### config.mk
export PLATFORM = sky130hd
export DESIGN_NAME = lagged_fibonacci_random_generator_flat
export DESIGN_NICKNAME = d
export VERILOG_FILES = /design/src/design/lfrg_pkg.sv /design/src/design/lfrg_in_if.sv /design/src/design/lfrg_out_if.sv /design/src/design/lagged_fibonacci_random_generator.sv /design/src/flat_wrapper.sv
export VERILOG_INCLUDE_DIRS = /design/src /design/src/design
export SDC_FILE = /design/constraint.sdc
export NUM_CORES = 2
export LEC_CHECK = 0
export BUFFER_PORTS_ARGS = -buffer_cell sky130_fd_sc_hd__buf_2
export CAP_MARGIN = 30
export CORE_MARGIN = 1
export CORE_UTILIZATION = 55
export CTS_CLUSTER_SIZE = 30
export DETAILED_ROUTE_END_ITERATION = 12
export PLACE_DENSITY = 0.71
export SETUP_SLACK_MARGIN = 0.15
export SLEW_MARGIN = 20
export SYNTH_ARGS = -nofsm -noshare
export SYNTH_HDL_FRONTEND = slang
export SYNTH_SLANG_ARGS = --single-unit
### constraint.sdc
create_clock -name i_clk -period 21.3 [get_ports i_clk]
set_clock_uncertainty 0.1 [all_clocks]
set_input_delay 3.195 -clock i_clk [delete_from_list [all_inputs] [get_ports i_clk]]
set_output_delay 3.195 -clock i_clk [all_outputs]
set_load 0.05 [all_outputs]
### src/design/lagged_fibonacci_random_generator_macros.svh
// Assertion macros used by the lagged Fibonacci generator top level.
`ifndef LAGGED_FIBONACCI_RANDOM_GENERATOR_MACROS_SVH
`define LAGGED_FIBONACCI_RANDOM_GENERATOR_MACROS_SVH

`ifndef ASSERT_OFF

// Same-cycle implication, disabled while reset is held.
`define LFRG_ASSERT_IMP(label, clk, rst_n, ante, cons, msg) \
    label: assert property (@(posedge clk) disable iff (!rst_n) (ante) |-> (cons)) \
        else $error(msg);

// Next-cycle implication, disabled while reset is held.
`define LFRG_ASSERT_NEXT(label, clk, rst_n, ante, cons, msg) \
    label: assert property (@(posedge clk) disable iff (!rst_n) (ante) |=> (cons)) \
        else $error(msg);

`else

`define LFRG_ASSERT_IMP(label, clk, rst_n, ante, cons, msg)
`define LFRG_ASSERT_NEXT(label, clk, rst_n, ante, cons, msg)

`endif

`endif

### src/design/lfrg_pkg.sv
// Types and constants shared by the lagged Fibonacci generator and its channel interfaces.
package lfrg_pkg;

    // Fraction width of table entries, draws and the carry sequence.
    localparam int FRAC_W = 24;

    typedef logic [1:0]        t_op;
    typedef logic [63:0]       t_seed;
    typedef logic [31:0]       t_word;
    typedef logic [FRAC_W-1:0] t_frac;

    // Operation codes.
    localparam t_op OP_SEED    = 2'd0;
    localparam t_op OP_FRAC    = 2'd1;
    localparam t_op OP_BOUNDED = 2'd2;

    // Seed reduction moduli and the seeds used after reset.
    localparam t_word       C_IJ_MOD  = 32'd31328;
    localparam t_word       C_KL_MOD  = 32'd30081;
    localparam logic [14:0] C_IJ_BOOT = 15'd1802;
    localparam logic [14:0] C_KL_BOOT = 15'd9373;

    // Constants of the seeding bit recurrence.
    localparam logic [7:0] C_IJ_DIV = 8'd177;
    localparam logic [7:0] C_KL_DIV = 8'd169;
    localparam logic [7:0] C_M_MOD  = 8'd179;
    localparam logic [7:0] C_L_MOD  = 8'd169;
    localparam logic [7:0] C_L_MUL  = 8'd53;

    // Arithmetic carry sequence.
    localparam t_frac C_CARRY_INIT = 24'd362436;
    localparam t_frac C_CARRY_STEP = 24'd7654321;
    localparam t_frac C_CARRY_WRAP = 24'd16777213;

    // Iterations of the bit-serial remainder unit.
    localparam int DIV_STEPS = 32;

endpackage

### src/design/lfrg_in_if.sv
// Request channel of the lagged Fibonacci generator: operation, seed and limit.
interface lfrg_in_if;
    import lfrg_pkg::*;

    logic  valid;
    logic  ready;
    t_op   operation;
    t_seed seed_value;
    t_word limit;

    modport source (output valid, operation, seed_value, limit, input ready);
    modport sink   (input valid, operation, seed_value, limit, output ready);
endinterface

### src/design/lfrg_out_if.sv
// Result channel of the lagged Fibonacci generator: value and bad limit flag.
interface lfrg_out_if;
    import lfrg_pkg::*;

    logic  valid;
    logic  ready;
    t_word value;
    logic  bad_limit;

    modport source (output valid, value, bad_limit, input ready);
    modport sink   (input valid, value, bad_limit, output ready);
endinterface

### src/design/lagged_fibonacci_random_generator.sv
// Lagged Fibonacci (RANMAR) random generator top level with lag table memory.
//
// Usage: requests arrive on i_in (valid/ready, one transfer per request) and
// each request gives exactly one result transfer on o_out. Operation 0
// reseeds, operation 1 returns a 24-bit fraction, operation 2 returns a
// packed 32-bit word reduced modulo limit (bad_limit set when limit is zero).
// The lag table sits in a single-port-read synchronous memory; every draw
// reads the long and short lag entries one after the other and writes the
// difference back, over the states ST_DRAW_A, ST_DRAW_B and ST_DRAW_C.
// Operation 1 makes one draw; operation 2 makes two draws, each followed by
// a rounding shift loop, then runs the bit-serial remainder unit and collects
// its result (skipped with a zero limit); operation 0 runs two seed
// remainders and then generates the lag table one bit at a time.
// After reset the block seeds itself with 1802/9373 while i_in.ready is low.
// A finished result waits in an output register; while the receiver stalls
// the block accepts and computes one more request, then holds it until the
// output register frees.
`include "lagged_fibonacci_random_generator_macros.svh"

module lagged_fibonacci_random_generator #(
    parameter int LONG_LAG  = 97,
    parameter int SHORT_LAG = 33
) (
    input  logic       i_clk,
    input  logic       i_rst_n,
    lfrg_in_if.sink    i_in,
    lfrg_out_if.source o_out
);
    import lfrg_pkg::*;

    // Lag index width (1-based, holds LONG_LAG) and memory address width.
    localparam int IW = $clog2(LONG_LAG + 1);
    localparam int AW = $clog2(LONG_LAG);
    localparam int BW = $clog2(FRAC_W);
    localparam int CW = $clog2(DIV_STEPS);

    // Sequencer states.
    localparam logic [3:0] ST_BOOT      = 4'd0;
    localparam logic [3:0] ST_IDLE      = 4'd1;
    localparam logic [3:0] ST_MOD_HI    = 4'd2;
    localparam logic [3:0] ST_MOD_LO    = 4'd3;
    localparam logic [3:0] ST_SEED_INIT = 4'd4;
    localparam logic [3:0] ST_SEED_BIT  = 4'd5;
    localparam logic [3:0] ST_DRAW_A    = 4'd6;
    localparam logic [3:0] ST_DRAW_B    = 4'd7;
    localparam logic [3:0] ST_DRAW_C    = 4'd8;
    localparam logic [3:0] ST_SCALE     = 4'd9;
    localparam logic [3:0] ST_ROUND     = 4'd10;
    localparam logic [3:0] ST_MOD_OUT   = 4'd11;
    localparam logic [3:0] ST_DONE      = 4'd12;

    // Phases of one seeding bit.
    localparam logic [2:0] PH_MUL_IJ = 3'd0;
    localparam logic [2:0] PH_RED_IJ = 3'd1;
    localparam logic [2:0] PH_MUL_K  = 3'd2;
    localparam logic [2:0] PH_RED_K  = 3'd3;
    localparam logic [2:0] PH_BIT    = 3'd4;

    // Small restoring division by a constant: quotient and remainder, 8 steps.
    function automatic logic [15:0] div_small(input logic [14:0] x, input logic [7:0] d);
        logic [15:0] r;
        logic [15:0] sd;
        logic [7:0]  q;
        r = {1'b0, x};
        q = '0;
        for (int b = 7; b >= 0; b--) begin
            sd = {8'd0, d} << b;
            if (r >= sd) begin
                r    = r - sd;
                q[b] = 1'b1;
            end
        end
        return {q, r[7:0]};
    endfunction

    // Control and captured request.
    logic [3:0]  r_state;
    logic        r_seed_reply;
    logic        r_second;
    t_op         r_op;
    t_word       r_seed_lo;
    t_word       r_limit;
    logic [14:0] r_ij;
    logic [14:0] r_kl;

    // Generator state outside the memory.
    logic [IW-1:0] r_long_idx;
    logic [IW-1:0] r_short_idx;
    t_frac         r_carry;

    // Seeding recurrence registers.
    logic [7:0]        r_si;
    logic [7:0]        r_sj;
    logic [7:0]        r_sk;
    logic [7:0]        r_sl;
    logic [15:0]       r_prod;
    logic [7:0]        r_red;
    logic [2:0]        r_phase;
    logic [BW-1:0]     r_bit;
    logic [AW-1:0]     r_entry;
    logic [FRAC_W-2:0] r_acc;

    // Draw and scaling registers.
    t_frac       r_lval;
    t_frac       r_rd_data;
    logic [39:0] r_sc_p;
    logic [39:0] r_sc_t;
    logic [16:0] r_sc_u;
    logic [15:0] r_sc_mk;
    logic        r_sc_g;
    logic        r_sc_st;
    logic [15:0] r_word_hi;

    // Result staging and output register.
    t_word r_res_value;
    logic  r_res_bad;
    logic  r_out_valid;
    t_word r_out_value;
    logic  r_out_bad;

    // Bit-serial remainder unit.
    logic          r_div_busy;
    logic [CW-1:0] r_div_cnt;
    t_word         r_div_num;
    t_word         r_div_den;
    t_word         r_div_rem;

    // Lag table.
    t_frac r_lag_mem [LONG_LAG];

    logic          in_xfer;
    logic          out_load;
    logic [AW-1:0] long_addr;
    logic [AW-1:0] short_addr;
    logic [IW-1:0] long_idx_dec;
    logic [IW-1:0] short_idx_dec;
    t_frac         draw_uni;
    t_frac         carry_next;
    t_frac         draw_val;
    logic [39:0]   sc_p_init;
    logic          sc_up;
    logic [40:0]   sc_sum;
    logic [15:0]   sc_half;
    logic [15:0]   init_ij;
    logic [15:0]   init_kl;
    logic [14:0]   l_lin;
    logic [15:0]   l_div;
    logic [15:0]   m_div;
    logic [11:0]   seed_prod;
    logic          seed_bit;
    logic          mem_we;
    logic [AW-1:0] mem_waddr;
    logic [AW-1:0] mem_raddr;
    t_frac         mem_wdata;
    logic          div_start;
    t_word         div_num;
    t_word         div_den;
    logic [32:0]   div_sh;
    t_word         div_rem_next;

    assign in_xfer  = i_in.valid && i_in.ready;
    assign out_load = (r_state == ST_DONE) && (!r_out_valid || o_out.ready);

    assign i_in.ready      = (r_state == ST_IDLE);
    assign o_out.valid     = r_out_valid;
    assign o_out.value     = r_out_value;
    assign o_out.bad_limit = r_out_bad;

    // Lag addresses and wrapped index steps.
    assign long_addr     = AW'(r_long_idx - IW'(1));
    assign short_addr    = AW'(r_short_idx - IW'(1));
    assign long_idx_dec  = (r_long_idx == IW'(1)) ? IW'(LONG_LAG) : r_long_idx - IW'(1);
    assign short_idx_dec = (r_short_idx == IW'(1)) ? IW'(LONG_LAG) : r_short_idx - IW'(1);

    // Draw arithmetic: table difference and draw mod 2^24, carry sequence mod C_CARRY_WRAP.
    assign draw_uni   = r_lval - r_rd_data;
    assign carry_next = (r_carry >= C_CARRY_STEP) ? r_carry - C_CARRY_STEP
                                                  : r_carry + (C_CARRY_WRAP - C_CARRY_STEP);
    assign draw_val   = draw_uni - carry_next;

    // The draw scaled by 65535, formed as a shifted subtraction.
    assign sc_p_init = {draw_val, 16'd0} - {16'd0, draw_val};

    // Round to nearest even at the ulp found by the shift loop.
    assign sc_up   = r_sc_g && (r_sc_st || r_sc_t[0]);
    assign sc_sum  = {1'b0, r_sc_p[39:16], r_sc_p[15:0] & ~r_sc_mk}
                   + {24'd0, (sc_up ? r_sc_u : 17'd0)};
    assign sc_half = sc_sum[39:24];

    // Seeding recurrence arithmetic.
    assign init_ij   = div_small(r_ij, C_IJ_DIV);
    assign init_kl   = div_small(r_kl, C_KL_DIV);
    assign l_lin     = {7'd0, r_sl} * {7'd0, C_L_MUL} + 15'd1;
    assign l_div     = div_small(l_lin, C_L_MOD);
    assign m_div     = div_small(r_prod[14:0], C_M_MOD);
    assign seed_prod = {6'd0, r_sl[5:0]} * {6'd0, r_sk[5:0]};
    assign seed_bit  = seed_prod[5];

    // Memory port selection: the long lag is read first, then the short lag.
    always_comb begin
        mem_raddr = (r_state == ST_DRAW_B) ? short_addr : long_addr;
        mem_we    = (r_state == ST_DRAW_C)
                 || ((r_state == ST_SEED_BIT) && (r_phase == PH_BIT)
                     && (r_bit == BW'(FRAC_W - 1)));
        mem_waddr = (r_state == ST_SEED_BIT) ? r_entry : long_addr;
        mem_wdata = (r_state == ST_SEED_BIT) ? {r_acc, seed_bit} : draw_uni;
    end

    // Lag table memory. Reads and writes of one draw are ordered by the
    // sequencer, so no read whose data is used overlaps a pending write to the same entry.
    always_ff @(posedge i_clk) begin
        if (mem_we) begin
            r_lag_mem[mem_waddr] <= mem_wdata;
        end
        r_rd_data <= r_lag_mem[mem_raddr];
    end

    // Remainder unit start requests and operands.
    always_comb begin
        div_start = 1'b0;
        div_num   = '0;
        div_den   = '0;
        unique case (r_state)
            ST_IDLE: begin
                if (i_in.valid && (i_in.operation == OP_SEED)) begin
                    div_start = 1'b1;
                    div_num   = i_in.seed_value[63:32];
                    div_den   = C_IJ_MOD;
                end
            end
            ST_MOD_HI: begin
                if (!r_div_busy) begin
                    div_start = 1'b1;
                    div_num   = r_seed_lo;
                    div_den   = C_KL_MOD;
                end
            end
            ST_ROUND: begin
                if (r_second && (r_limit != '0)) begin
                    div_start = 1'b1;
                    div_num   = {r_word_hi, sc_half};
                    div_den   = r_limit;
                end
            end
            default: begin
                div_start = 1'b0;
            end
        endcase
    end

    // One restoring remainder step per cycle.
    assign div_sh       = {r_div_rem, r_div_num[31]};
    assign div_rem_next = (div_sh >= {1'b0, r_div_den}) ? 32'(div_sh - {1'b0, r_div_den})
                                                         : div_sh[31:0];

    always_ff @(posedge i_clk) begin
        if (!i_rst_n) begin
            r_div_busy <= 1'b0;
        end else if (div_start) begin
            r_div_busy <= 1'b1;
            r_div_cnt  <= '0;
            r_div_num  <= div_num;
            r_div_den  <= div_den;
            r_div_rem  <= '0;
        end else if (r_div_busy) begin
            r_div_num <= {r_div_num[30:0], 1'b0};
            r_div_rem <= div_rem_next;
            r_div_cnt <= r_div_cnt + CW'(1);
            if (r_div_cnt == CW'(DIV_STEPS - 1)) begin
                r_div_busy <= 1'b0;
            end
        end
    end

    // Main sequencer.
    always_ff @(posedge i_clk) begin
        if (!i_rst_n) begin
            r_state <= ST_BOOT;
        end else begin
            unique case (r_state)
                ST_BOOT: begin
                    r_ij         <= C_IJ_BOOT;
                    r_kl         <= C_KL_BOOT;
                    r_seed_reply <= 1'b0;
                    r_state      <= ST_SEED_INIT;
                end

                ST_IDLE: begin
                    if (in_xfer) begin
                        r_op      <= i_in.operation;
                        r_seed_lo <= i_in.seed_value[31:0];
                        r_limit   <= i_in.limit;
                        r_second  <= 1'b0;
                        unique case (i_in.operation)
                            OP_SEED: begin
                                r_seed_reply <= 1'b1;
                                r_state      <= ST_MOD_HI;
                            end
                            OP_FRAC, OP_BOUNDED: begin
                                r_state <= ST_DRAW_A;
                            end
                            default: begin
                                r_res_value <= '0;
                                r_res_bad   <= 1'b0;
                                r_state     <= ST_DONE;
                            end
                        endcase
                    end
                end

                ST_MOD_HI: begin
                    if (!r_div_busy) begin
                        r_ij    <= r_div_rem[14:0];
                        r_state <= ST_MOD_LO;
                    end
                end

                ST_MOD_LO: begin
                    if (!r_div_busy) begin
                        r_kl    <= r_div_rem[14:0];
                        r_state <= ST_SEED_INIT;
                    end
                end

                // Starting values of the recurrence from the two seeds.
                ST_SEED_INIT: begin
                    r_si    <= init_ij[15:8] + 8'd2;
                    r_sj    <= init_ij[7:0] + 8'd2;
                    r_sk    <= init_kl[15:8] + 8'd1;
                    r_sl    <= init_kl[7:0];
                    r_entry <= '0;
                    r_bit   <= '0;
                    r_phase <= PH_MUL_IJ;
                    r_state <= ST_SEED_BIT;
                end

                // One table bit per pass through the phases PH_MUL_IJ to PH_BIT, most significant first.
                ST_SEED_BIT: begin
                    unique case (r_phase)
                        PH_MUL_IJ: begin
                            r_prod  <= {8'd0, r_si} * {8'd0, r_sj};
                            r_sl    <= l_div[7:0];
                            r_phase <= PH_RED_IJ;
                        end
                        PH_RED_IJ: begin
                            r_red   <= m_div[7:0];
                            r_phase <= PH_MUL_K;
                        end
                        PH_MUL_K: begin
                            r_prod  <= {8'd0, r_red} * {8'd0, r_sk};
                            r_phase <= PH_RED_K;
                        end
                        PH_RED_K: begin
                            r_si    <= r_sj;
                            r_sj    <= r_sk;
                            r_sk    <= m_div[7:0];
                            r_phase <= PH_BIT;
                        end
                        PH_BIT: begin
                            r_acc   <= {r_acc[FRAC_W-3:0], seed_bit};
                            r_phase <= PH_MUL_IJ;
                            if (r_bit == BW'(FRAC_W - 1)) begin
                                r_bit <= '0;
                                if (r_entry == AW'(LONG_LAG - 1)) begin
                                    r_carry     <= C_CARRY_INIT;
                                    r_long_idx  <= IW'(LONG_LAG);
                                    r_short_idx <= IW'(SHORT_LAG);
                                    r_res_value <= '0;
                                    r_res_bad   <= 1'b0;
                                    r_state     <= r_seed_reply ? ST_DONE : ST_IDLE;
                                end else begin
                                    r_entry <= r_entry + AW'(1);
                                end
                            end else begin
                                r_bit <= r_bit + BW'(1);
                            end
                        end
                        default: begin
                            r_phase <= PH_MUL_IJ;
                        end
                    endcase
                end

                ST_DRAW_A: begin
                    r_state <= ST_DRAW_B;
                end

                ST_DRAW_B: begin
                    r_lval  <= r_rd_data;
                    r_state <= ST_DRAW_C;
                end

                // Write back the difference, step lags and carry; store a fraction or start scaling.
                ST_DRAW_C: begin
                    r_long_idx  <= long_idx_dec;
                    r_short_idx <= short_idx_dec;
                    r_carry     <= carry_next;
                    if (r_op == OP_FRAC) begin
                        r_res_value <= {8'd0, draw_val};
                        r_res_bad   <= 1'b0;
                        r_state     <= ST_DONE;
                    end else begin
                        r_sc_p  <= sc_p_init;
                        r_sc_t  <= sc_p_init;
                        r_sc_u  <= 17'd1;
                        r_sc_mk <= '0;
                        r_sc_g  <= 1'b0;
                        r_sc_st <= 1'b0;
                        r_state <= ST_SCALE;
                    end
                end

                // Shift until 24 significant bits remain, tracking guard and sticky.
                ST_SCALE: begin
                    if (r_sc_t[39:24] != '0) begin
                        r_sc_t  <= {1'b0, r_sc_t[39:1]};
                        r_sc_g  <= r_sc_t[0];
                        r_sc_st <= r_sc_st || r_sc_g;
                        r_sc_u  <= {r_sc_u[15:0], 1'b0};
                        r_sc_mk <= {r_sc_mk[14:0], 1'b1};
                    end else begin
                        r_state <= ST_ROUND;
                    end
                end

                ST_ROUND: begin
                    if (!r_second) begin
                        r_word_hi <= sc_half;
                        r_second  <= 1'b1;
                        r_state   <= ST_DRAW_A;
                    end else if (r_limit == '0) begin
                        r_res_value <= '0;
                        r_res_bad   <= 1'b1;
                        r_state     <= ST_DONE;
                    end else begin
                        r_state <= ST_MOD_OUT;
                    end
                end

                ST_MOD_OUT: begin
                    if (!r_div_busy) begin
                        r_res_value <= r_div_rem;
                        r_res_bad   <= 1'b0;
                        r_state     <= ST_DONE;
                    end
                end

                ST_DONE: begin
                    if (out_load) begin
                        r_state <= ST_IDLE;
                    end
                end

                default: begin
                    r_state <= ST_IDLE;
                end
            endcase
        end
    end

    // Output register: holds a result until its transfer completes.
    always_ff @(posedge i_clk) begin
        if (!i_rst_n) begin
            r_out_valid <= 1'b0;
        end else if (out_load) begin
            r_out_valid <= 1'b1;
            r_out_value <= r_res_value;
            r_out_bad   <= r_res_bad;
        end else if (o_out.ready) begin
            r_out_valid <= 1'b0;
        end
    end

    // The remainder unit is never running while a request can be taken.
    `LFRG_ASSERT_IMP(a_ready_div_free, i_clk, i_rst_n, i_in.ready, !r_div_busy, "divider busy while ready")
    // A new remainder is only started once the previous one is finished.
    `LFRG_ASSERT_IMP(a_div_start_free, i_clk, i_rst_n, div_start, !r_div_busy, "divider restarted while busy")
    // An accepted request always takes the sequencer out of idle.
    `LFRG_ASSERT_NEXT(a_accept_leaves_idle, i_clk, i_rst_n, in_xfer, !i_in.ready, "ready held after a transfer")
    // Lag indices stay within the table between requests.
    `LFRG_ASSERT_IMP(a_idle_idx_range, i_clk, i_rst_n, (r_state == ST_IDLE), ((r_long_idx != '0) && (r_long_idx <= IW'(LONG_LAG)) && (r_short_idx != '0) && (r_short_idx <= IW'(LONG_LAG))), "lag index out of range")
    // The carry sequence stays below its wrap constant.
    `LFRG_ASSERT_IMP(a_idle_carry_range, i_clk, i_rst_n, (r_state == ST_IDLE), (r_carry < C_CARRY_WRAP), "carry out of range")

endmodule
### src/flat_wrapper.sv
// flat-port wrapper written by rule: the top's interface ports become plain ports
module lagged_fibonacci_random_generator_flat import lfrg_pkg::*;
#(
    parameter int LONG_LAG  = 97,
    parameter int SHORT_LAG = 33
)
  (i_clk, i_rst_n, i_in_valid, i_in_operation, i_in_seed_value, i_in_limit, i_in_ready, o_out_valid, o_out_value, o_out_bad_limit, o_out_ready);
  lfrg_in_if i_in_i ();
  lfrg_out_if o_out_i ();
  input  logic i_clk;
  input  logic i_rst_n;
  input wire logic [$bits(i_in_i.valid)-1:0] i_in_valid;
  input wire logic [$bits(i_in_i.operation)-1:0] i_in_operation;
  input wire logic [$bits(i_in_i.seed_value)-1:0] i_in_seed_value;
  input wire logic [$bits(i_in_i.limit)-1:0] i_in_limit;
  output wire logic [$bits(i_in_i.ready)-1:0] i_in_ready;
  output wire logic [$bits(o_out_i.valid)-1:0] o_out_valid;
  output wire logic [$bits(o_out_i.value)-1:0] o_out_value;
  output wire logic [$bits(o_out_i.bad_limit)-1:0] o_out_bad_limit;
  input wire logic [$bits(o_out_i.ready)-1:0] o_out_ready;
  assign i_in_i.valid = i_in_valid;
  assign i_in_i.operation = i_in_operation;
  assign i_in_i.seed_value = i_in_seed_value;
  assign i_in_i.limit = i_in_limit;
  assign i_in_ready = i_in_i.ready;
  assign o_out_valid = o_out_i.valid;
  assign o_out_value = o_out_i.value;
  assign o_out_bad_limit = o_out_i.bad_limit;
  assign o_out_i.ready = o_out_ready;
  lagged_fibonacci_random_generator #(.LONG_LAG(LONG_LAG), .SHORT_LAG(SHORT_LAG)) u_core (.i_clk(i_clk), .i_rst_n(i_rst_n), .i_in(i_in_i), .o_out(o_out_i));
endmodule
==> flow_summary.toml <==
[finish]
drive_above_1_share = 0.1801
synthToLayoutAreaGrowth_pct = 11.34
final_cell_mix = "2,879 x edfxtp_1, 649 x nand2_1, 576 x mux4_2"
fin_nets = 9968
layout_commonest_cell = "edfxtp_1"

[floorplanning]
rows = 183
die_y_um = 503.3
initial_core_util = 0.5544
io_pins = 137
dieArea_um2 = 253300
die_w_um = 503.3
core-area_um2 = 249300

[hold_path]
hp-class = "register to register"

[critical_path]
crit_path_max_fanout = 16
r2r_cells = 58
crit_start = "u_core.r_sl[0]"
critPathSlowestCell = "edfxtp_1"
reg2reg_to = "u_core.r_sl[4]"
cp-end-kind = "register"
required_ps = 21850
worst_setup_path_start_kind = "register"
max_stage_delay_ps = 770
cp_common_cell = "ha_1"
r2r-start = "u_core.r_sl[0]"
ff2ff_setup_slack_ps = 4310
endpoint = "u_core.r_sl[4]"
crit_arrival_ps = 17540
worstSetupPathType = "register to register"

[routing]
drc = 0
first_pass_iters = 7
vias_per_cell = 6.433
vias = 84000
postRouteAntennaNets = 0
drt_iter0_drc = 9987
wl_per_cell_um = 26.76
finalWirelength_um = 349400

[grt]
grt_pass1_wl_um = 522100
overflow = 0
grt_usage = 0.2752
grt_pass1_vias = 82940
antenna_found_initial = 12
grt_max_degree = 140

[sta]
finalSetupViolations = 0
fin_crit_sh = 0.7978
fin_setup_tns_ps = 0
drv_slew = 0
hold_viol = 0
worstMarginPinSlew_ps = 1157
clock.fmax_mhz = 58.85
slew_headroom = 0.2239
rsz0062_at_grt = "no"
period_needed_ps = 16990

[yosys]
synthCells = 9228
ys_seq_area_frac = 0.6297
ys_top_cells_by_area = "edfxtp_1 63%, mux4_2 9.4%, ha_1 2.5%"
synth_top_area_frac = 0.6254
synth.largest_area_cell = "edfxtp_1"
syn_area_um2 = 138200
synth_seq_cells = 2909
syn_nets = 9696
yosys_warnings = 0
synth_ff_type = "edfxtp_1"
synth_edf_count = 2879
yosys.cell_types.count = 149
synthArstFlopShare = 0
syn_area_per_cell_um2 = 14.98

[clock_network]
ctsHoldBuffers = 0
cts_root_buf = "clkbuf_16"
post_cts_resize_count = 0
cts_max_level = 5
cts_tree = "done"
clockBufferDepth = 4
clock_latency_ps = 930
clock_sink_count = 2909
post_cts_buffers = 0
path_clk_slew_ps = 60
numCtsBuffers = 307

[run]
drv_cap = 0

[placement]
port_buffers = 136
dp_hpwl_um = 219200
place_congestion = 0.8923

[status]
outcome = "finished clean"
[worst min path at each step]
stage	depth (start not counted)	slack, ps	endpoint	start
finish	0	260	u_core.o_out.bad_limit	u_core.r_res_bad
global route	0	270	u_core.o_out.bad_limit	u_core.r_res_bad
CTS	0	260	u_core.o_out.bad_limit	u_core.r_res_bad
detailed placement	0	300	u_core.o_out.value[18]	u_core.r_res_value[18]
global placement	0	300	u_core.o_out.value[26]	u_core.r_res_value[26]
floorplan	0	300	u_core.o_out.bad_limit	u_core.r_res_bad
[worst max-delay path: cells and delay by family, from the launching register on]
kind                     cells  cell delay [ps]
AO/OA/AOI/OAI               19             5780
AND/OR/NAND/NOR             15             3310
adder cells (fa/ha/maj)     10             3300
XOR/XNOR                     6             1870
buffers and inverters        6             1040
flip-flops                   1              770
multiplexers                 2              560
[routing by layer]
| metal | part of all wire | GRT usage |
|---|---|---|
| met5 | 0.000029 | 0 |
| met4 | 0.037 | 0.09609 |
| met2 | 0.47 | 0.4378 |
| met1 | 0.41 | 0.3870 |
| met3 | 0.083 | 0.04466 |
[sequential cells by signal (all words and copies together), names as in the netlist, 16 cells and up]
| register | cells |
|---|---|
| u_core.r_div_rem | 32 |
| u_core.r_rd_data | 24 |
| u_core.r_seed_lo | 32 |
| u_core.r_carry | 24 |
| u_core.r_word_hi | 16 |
| u_core.r_limit | 32 |
| u_core.r_sc_mk | 16 |
| u_core.r_res_value | 32 |
| u_core.r_acc | 23 |
| u_core.r_sc_t | 40 |
| u_core.r_sc_u | 17 |
| u_core.r_lag_mem | 2328 |
| u_core.r_div_den | 32 |
| u_core.o_out.value | 32 |
| u_core.r_div_num | 32 |
| u_core.r_lval | 24 |
| u_core.r_sc_p | 40 |
[through the flow]
stage	area, µm²	worst slack, ps	hold WS [ps]	std cells	utilization
6_report	153900	4307	258.3	13060	0.6173
5_1_grt	153900	2661	266.3	13060	0.6173
4_1_cts	153600	4259	259.4	13030	0.6158
3_5_place_dp	143900	4292	304.5	12500	0.5772
3_3_place_gp	143700	4473	302.5	12490	0.5761
2_1_floorplan	138200	7169	300.3	9228	-
[area by class of cell]
cell class / instances / area (µm²)
well taps: 3330 / 4167
multi-input cells: 5552 / 48760
clock buffers: 377 / 8154
inverters: 355 / 1333
diodes: 7 / 17.52
repair buffers: 375 / 2930
fillers: 17980 / 95440
flip-flops and latches: 2909 / 87050
clock inverters: 153 / 1491
[cells by family after synthesis]
kind of cell / Yosys count / synth area share
AO/OA/AOI/OAI: 1700 / 0.08973
XOR/XNOR: 400 / 0.02570
adder cells (fa/ha/maj): 366 / 0.03774
buffers and inverters: 767 / 0.02208
flip-flops: 2909 / 0.6297
multiplexers: 910 / 0.1186
AND/OR/NAND/NOR: 2176 / 0.07645
[Yosys cell counts (123+ instances only)]
| cell | count |
|---|---|
| xnor2_1 | 272 |
| mux2i_1 | 281 |
| a211oi_1 | 199 |
| mux4_2 | 576 |
| nor2b_1 | 140 |
| and2_1 | 192 |
| clkbuf_1 | 251 |
| nand2_1 | 666 |
| o21ai_0 | 217 |
| nand3_1 | 135 |
| edfxtp_1 | 2879 |
| ha_1 | 281 |
| a21oi_1 | 366 |
| nor2_1 | 551 |
| xor2_1 | 123 |
| inv_1 | 351 |
Power is left out: the tool's default activity adds up to more than one toggle a clock period on the data nets, which glitch-free logic cannot reach.
